==> src/rtl/msc_pkg.sv <==
package msc_pkg;

  localparam int NumCorners = 4;
  localparam int NumEdges   = 4;
  localparam int NumLanes   = 2 * NumEdges;
  localparam int WordW      = 32;
  localparam int DiffW      = WordW + 1;
  localparam int ProdW      = 2 * DiffW;
  localparam int DivSteps   = DiffW;
  localparam int CtrlLat    = DivSteps + 2;
  localparam int QDepth     = 4;
  localparam int QPtrW      = $clog2(QDepth);
  localparam int QCntW      = $clog2(QDepth + 1);

  typedef logic signed [WordW-1:0] word_t;
  typedef logic signed [DiffW-1:0] sdiff_t;
  typedef logic        [DiffW-1:0] diff_t;
  typedef logic        [ProdW-1:0] prod_t;
  typedef logic        [1:0]       corner_t;
  typedef logic        [QPtrW-1:0] qptr_t;
  typedef logic        [QCntW-1:0] qcnt_t;

  localparam qcnt_t QFull = qcnt_t'(QDepth);

  // corner pair of each edge, in visiting order
  localparam corner_t EdgeEnd [NumEdges][2] = '{
    '{2'd0, 2'd1}, '{2'd1, 2'd2}, '{2'd2, 2'd3}, '{2'd3, 2'd0}
  };

  typedef struct packed {
    prod_t num;
    diff_t den;
    word_t pa;
    logic  neg;
  } lane_t;

  typedef struct packed {
    logic                vld;
    logic [NumEdges-1:0] mask;
  } ctrl_t;

  typedef struct packed {
    word_t sr;
    word_t sz;
    word_t er;
    word_t ez;
  } seg_t;

  function automatic diff_t mag(input sdiff_t x);
    return x[DiffW-1] ? diff_t'(~x) + diff_t'(1) : diff_t'(x);
  endfunction

endpackage

==> src/rtl/msc_back.sv <==
module msc_back (
  input  logic            clk_i,
  input  logic            rst_ni,
  input  msc_pkg::ctrl_t  ctrl_i,
  input  msc_pkg::word_t  x_i [msc_pkg::NumLanes],
  input  logic            pop_i,
  output logic            en_o,
  output logic            empty_o,
  output msc_pkg::seg_t   seg_o,
  output logic            last_o
);

  msc_pkg::ctrl_t ctrl_q [msc_pkg::CtrlLat];
  msc_pkg::ctrl_t cur;

  msc_pkg::seg_t  q_seg0 [msc_pkg::QDepth];
  msc_pkg::seg_t  q_seg1 [msc_pkg::QDepth];
  logic           q_two  [msc_pkg::QDepth];
  msc_pkg::qptr_t wr_q, rd_q;
  msc_pkg::qcnt_t cnt_q, cnt_d;
  logic           half_q;

  logic           en, push, pop_acc, done, saddle;
  msc_pkg::corner_t lo, hi, e0, e1;
  msc_pkg::seg_t  seg0, seg1;

  assign cur = ctrl_q[msc_pkg::CtrlLat-1];
  assign en  = cnt_q != msc_pkg::QFull;

  always_comb begin
    lo = '0;
    hi = '0;
    for (int e = msc_pkg::NumEdges - 1; e >= 0; e--) begin
      if (cur.mask[e]) begin
        lo = msc_pkg::corner_t'(e);
      end
    end
    for (int e = 0; e < msc_pkg::NumEdges; e++) begin
      if (cur.mask[e]) begin
        hi = msc_pkg::corner_t'(e);
      end
    end
    saddle = &cur.mask;
    // saddle pairs edges 0-1 and 2-3
    e0 = saddle ? 2'd0 : lo;
    e1 = saddle ? 2'd1 : hi;
    seg0.sr = x_i[3'(e0)];
    seg0.sz = x_i[3'(msc_pkg::NumEdges) + 3'(e0)];
    seg0.er = x_i[3'(e1)];
    seg0.ez = x_i[3'(msc_pkg::NumEdges) + 3'(e1)];
    seg1.sr = x_i[2];
    seg1.sz = x_i[3'(msc_pkg::NumEdges + 2)];
    seg1.er = x_i[3];
    seg1.ez = x_i[3'(msc_pkg::NumEdges + 3)];
  end

  assign push    = en && cur.vld && (|cur.mask);
  assign pop_acc = pop_i && (cnt_q != '0);
  assign done    = pop_acc && (!q_two[rd_q] || half_q);
  assign cnt_d   = cnt_q + msc_pkg::qcnt_t'(push) - msc_pkg::qcnt_t'(done);

  always_ff @(posedge clk_i or negedge rst_ni) begin
    if (!rst_ni) begin
      for (int i = 0; i < msc_pkg::CtrlLat; i++) begin
        ctrl_q[i] <= '0;
      end
      wr_q   <= '0;
      rd_q   <= '0;
      cnt_q  <= '0;
      half_q <= 1'b0;
    end else begin
      if (en) begin
        ctrl_q[0] <= ctrl_i;
        for (int i = 1; i < msc_pkg::CtrlLat; i++) begin
          ctrl_q[i] <= ctrl_q[i-1];
        end
      end
      if (push) begin
        wr_q <= wr_q + msc_pkg::qptr_t'(1);
      end
      if (done) begin
        rd_q   <= rd_q + msc_pkg::qptr_t'(1);
        half_q <= 1'b0;
      end else if (pop_acc) begin
        half_q <= 1'b1;
      end
      cnt_q <= cnt_d;
    end
  end

  always_ff @(posedge clk_i) begin
    if (push) begin
      q_seg0[wr_q] <= seg0;
      q_seg1[wr_q] <= seg1;
      q_two[wr_q]  <= saddle;
    end
  end

  assign en_o    = en;
  assign empty_o = cnt_q == '0;
  assign seg_o   = half_q ? q_seg1[rd_q] : q_seg0[rd_q];
  assign last_o  = !q_two[rd_q] || half_q;

endmodule

==> config.mk <==
export PLATFORM = sky130hd
export DESIGN_NAME = msc_back
export DESIGN_NICKNAME = d
export VERILOG_FILES = /design/src/rtl/msc_pkg.sv /design/src/rtl/msc_back.sv
export SDC_FILE = /design/constraint.sdc
export NUM_CORES = 1
export LEC_CHECK = 0
export BUFFER_PORTS_ARGS = -buffer_cell sky130_fd_sc_hd__buf_2
export CORE_AREA = 4 4 261 263
export CTS_BUF_LIST = sky130_fd_sc_hd__clkbuf_16
export CTS_CLUSTER_SIZE = 40
export DETAILED_ROUTE_END_ITERATION = 16
export DIE_AREA = 0 0 265 267
export PLACE_DENSITY = 0.8
export RECOVER_POWER = 50
export SYNTH_ARGS = -nofsm -noshare
export SYNTH_HDL_FRONTEND = slang
export SYNTH_SLANG_ARGS = --single-unit
==> constraint.sdc <==
create_clock -name clk_i -period 17.4 [get_ports clk_i]
set_input_delay 1.74 -clock clk_i [delete_from_list [all_inputs] [get_ports clk_i]]
set_output_delay 1.74 -clock clk_i [all_outputs]
set_load 0.02 [all_outputs]
==> flow_metrics.tcl <==
set metrics [dict create \
    run_status "finished, violations left" \
    violations "capacitance limit, slew limit" \
    critical_path_buf_inv_count 2 \
    slowest_stage "clkbuf_1" \
    antenna_found_initial 24 \
    p_comb_share_pct 38.6 \
    relSlewSlack_pct -254 \
    fin_cells 3231 \
    r2r_cells 5 \
    crit_chain "clkbuf_1 -> clkbuf_1" \
    p_per_area_nw_per_um2 213 \
    p_leak_uw 0.0155 \
    rows 94 \
    wl_per_cell_um 28.0 \
    whs_path_depth 1 \
    cts_tree "built" \
    max_freq_ghz 0.108 \
    crit_start "rst_ni" \
    p_sw_share_pct 34.2 \
    dieHeight_um 267 \
    synth-seq-area-share_pct 71.0 \
    fin_crit_ps 9220 \
    crit_family "buffers and inverters" \
    skew_ps 21.6 \
    synth.area.top_cells "edfxtp_1 (59%), mux4_2 (15%), dfrtp_1 (12%), mux2_2 (7.0%), a2bb2oi_1 (1.4%)" \
    p_switching_uw 3260 \
    peakVddDrop_uv 185 \
    clock_sinks 955 \
    post_dp_cell_area_um2 41800 \
    via_count 21300 \
    coreArea_um2 65600 \
    maxCapViolCount 13 \
    ctsHoldBuffers 0 \
    cts_resized 0 \
    synth_area_um2 39100 \
    setup_viol 0 \
    rsz0062_at_grt "false" \
    fin_total_pwr_uw 9530 \
    synth_top_area_share_pct 59.3 \
    drt_wl_total_um 90400 \
    synth-seq-cells 955 \
    die_area_um2 70800 \
    timing.critical_path.mode_cell "clkbuf_1" \
    syn_to_final_growth_pct 14.1 \
    grt_pass1_wl_um 136000 \
    end_kind "asynchronous set/reset pin" \
    worstPathRequired_ps 16670 \
    path_depth 2 \
    overflow 0 \
    synth-main-ff-cell "edfxtp_1" \
    synthArstFlopShare_pct 19.2 \
    fin_nets 2539 \
    io_pins 395 \
    synth.top_cells.by_count "edfxtp_1 (772), mux4_2 (256), mux2_2 (242)" \
    cts_buffer_depth 3 \
    grt_max_degree 178 \
    slowest_delay_ps 3640 \
    gp_congestion 0.890 \
    cts.clk_slew.worst_paths_ps 60 \
    intPower_uw 6260 \
    path_max_fanout 105 \
    regToRegEndpoint "q_seg0[0][113]" \
    vias_per_cell 6.60 \
    avgSynthCellArea_um2 20.7 \
    fin_area_um2 44600 \
    portBuffers 394 \
    reg2reg_from "ctrl_q[1]" \
    synth-edff-count 772 \
    worstSetupStartpointType "input pin" \
    cp.arrival_ps 8480 \
    grt_util_all_layers_pct 25.3 \
    post_cts_buffers 0 \
    worst_pin_slew_ps 5310 \
    dp.cells 3037 \
    dr.pass1.iters 5 \
    power_frac_clock_pct 20.2 \
    drtIter0Drc 2540 \
    synth_nets 2158 \
    yosysUniqueCellTypes 35 \
    insertion_delay_ps 640 \
    yosys.area.top_type "edfxtp_1" \
    htree_levels 3 \
    hold_viol 0 \
    slew_violations 692 \
    hold_class "reg -> reg" \
    postSynthCellCount 1888 \
    yosysMostFrequentCell "edfxtp_1" \
    period_share_pct 53.0 \
    drc_errors 0 \
    numCtsBuffers 94 \
    start_util_pct 59.6 \
    ant_nets 0 \
    worst-r2r-setup-slack_ps 9310 \
    tns_ps 0 \
    dieWidth_um 265 \
    pwr-share-seq_pct 41.2 \
    cp-endpoint "rd_q[0]" \
    grt_pass1_vias 22400 \
    crit_type "in -> async" \
    holdWs_ps 496 \
    cts-root-buf "clkbuf_16" \
    dp_hpwl_um 52000 \
    drive_gt1_share_pct 42.0 \
    ys.warnings.count 0 \
]
-- stage by stage --
stage | utilization (%) | setup WS (ps)
finish | 68.0 | 8180
global route | 68.0 | 6350
CTS | 68.2 | 11840
detailed placement | 63.7 | 12480
global placement | 63.7 | 12530
floorplan | - | 11440
-- cells in the final DEF, fill, tap and decap left out, types with 2 or more instances in the layout --
cell type   Yosys  layout
buf_4          12      14
clkinv_2        0      22
a21oi_1        66      66
mux4_2        256     256
mux2_2        242     242
dfrtp_4         0       3
inv_1           7      28
diode_2         0      21
nor2b_1        67      67
ha_1            5       5
clkbuf_16       0      95
edfxtp_1      772     772
xnor2_1         3       3
and2_0          0       4
clkinv_1        0      19
nor2_1          3       3
o221ai_1       64      64
buf_12          0       5
bufinv_16       0       7
inv_6           0       3
clkinvlp_4      0       4
xor2_1          2       2
nor3_1          2       2
a2bb2oi_1      64      64
clkbuf_1       52      69
buf_2          42     329
dfrtp_1       183     180
-- cell type report --
cell class / count / area [µm²]
Timing Repair Buffer: 417 / 2110
Tap cell: 864 / 1080
Inverter: 7 / 27.5
Clock inverter: 78 / 549
Clock buffer: 95 / 2380
Antenna cell: 21 / 52.6
Multi-Input combinational cell: 794 / 10700
Sequential cell: 955 / 27800
Fill cell: 4139 / 21000
-- worst register-to-register path, cell delays in order, from the launching register on --
cell     delay, ps
dfrtp_1       1400
o41ai_1        240
nor2_1         470
and2_0        3330
buf_4         1280
buf_4          950
-- cell families after synthesis --
logic type,synth area share [%]
XOR/XNOR,0.112
buffers and inverters,1.76
adder cells (fa/ha/maj),0.211
flip-flops,71.0
multiplexers,21.7
AND/OR/NAND/NOR,1.32
AO/OA/AOI/OAI,3.90
-- flip-flops by register name (all words and copies together), names as in the netlist --
signal	cells
q_two	4
rd_q	2
cnt_q	3
q_seg0	512
wr_q	2
half_q	1
q_seg1	256
ctrl_q	175
-- metal layers --
layer	vias to the layer above	wire length [µm]	track usage (%)
met1	11200	33500	33.8
met4	10	3240	10.6
met5	-	72	0
met2	1237	45300	40.7
li1	8662	-	-
met3	238	8290	6.09
-- power groups by stage --
stage | clock [µW] | sequential [µW] | combinational (µW)
floorplan | 0 | 3870 | 2650
global placement | 0 | 3880 | 3560
detailed placement | 0 | 3940 | 3650
CTS | 1960 | 3910 | 3680
global route | 2060 | 4000 | 3900
finish | 1930 | 3930 | 3670
-- how the worst min path moves through the flow --
stage                startpoint     endpoint  slack (ps)
detailed placement  ctrl_q[110]  ctrl_q[105]         490
CTS                  ctrl_q[90]   ctrl_q[85]         500
global route          ctrl_q[5]    ctrl_q[0]         520
global placement    ctrl_q[128]  ctrl_q[123]         480
finish              ctrl_q[111]  ctrl_q[106]         500
floorplan            ctrl_q[75]   ctrl_q[70]         470
No activity file was read; power rests on OpenSTA's default activity.
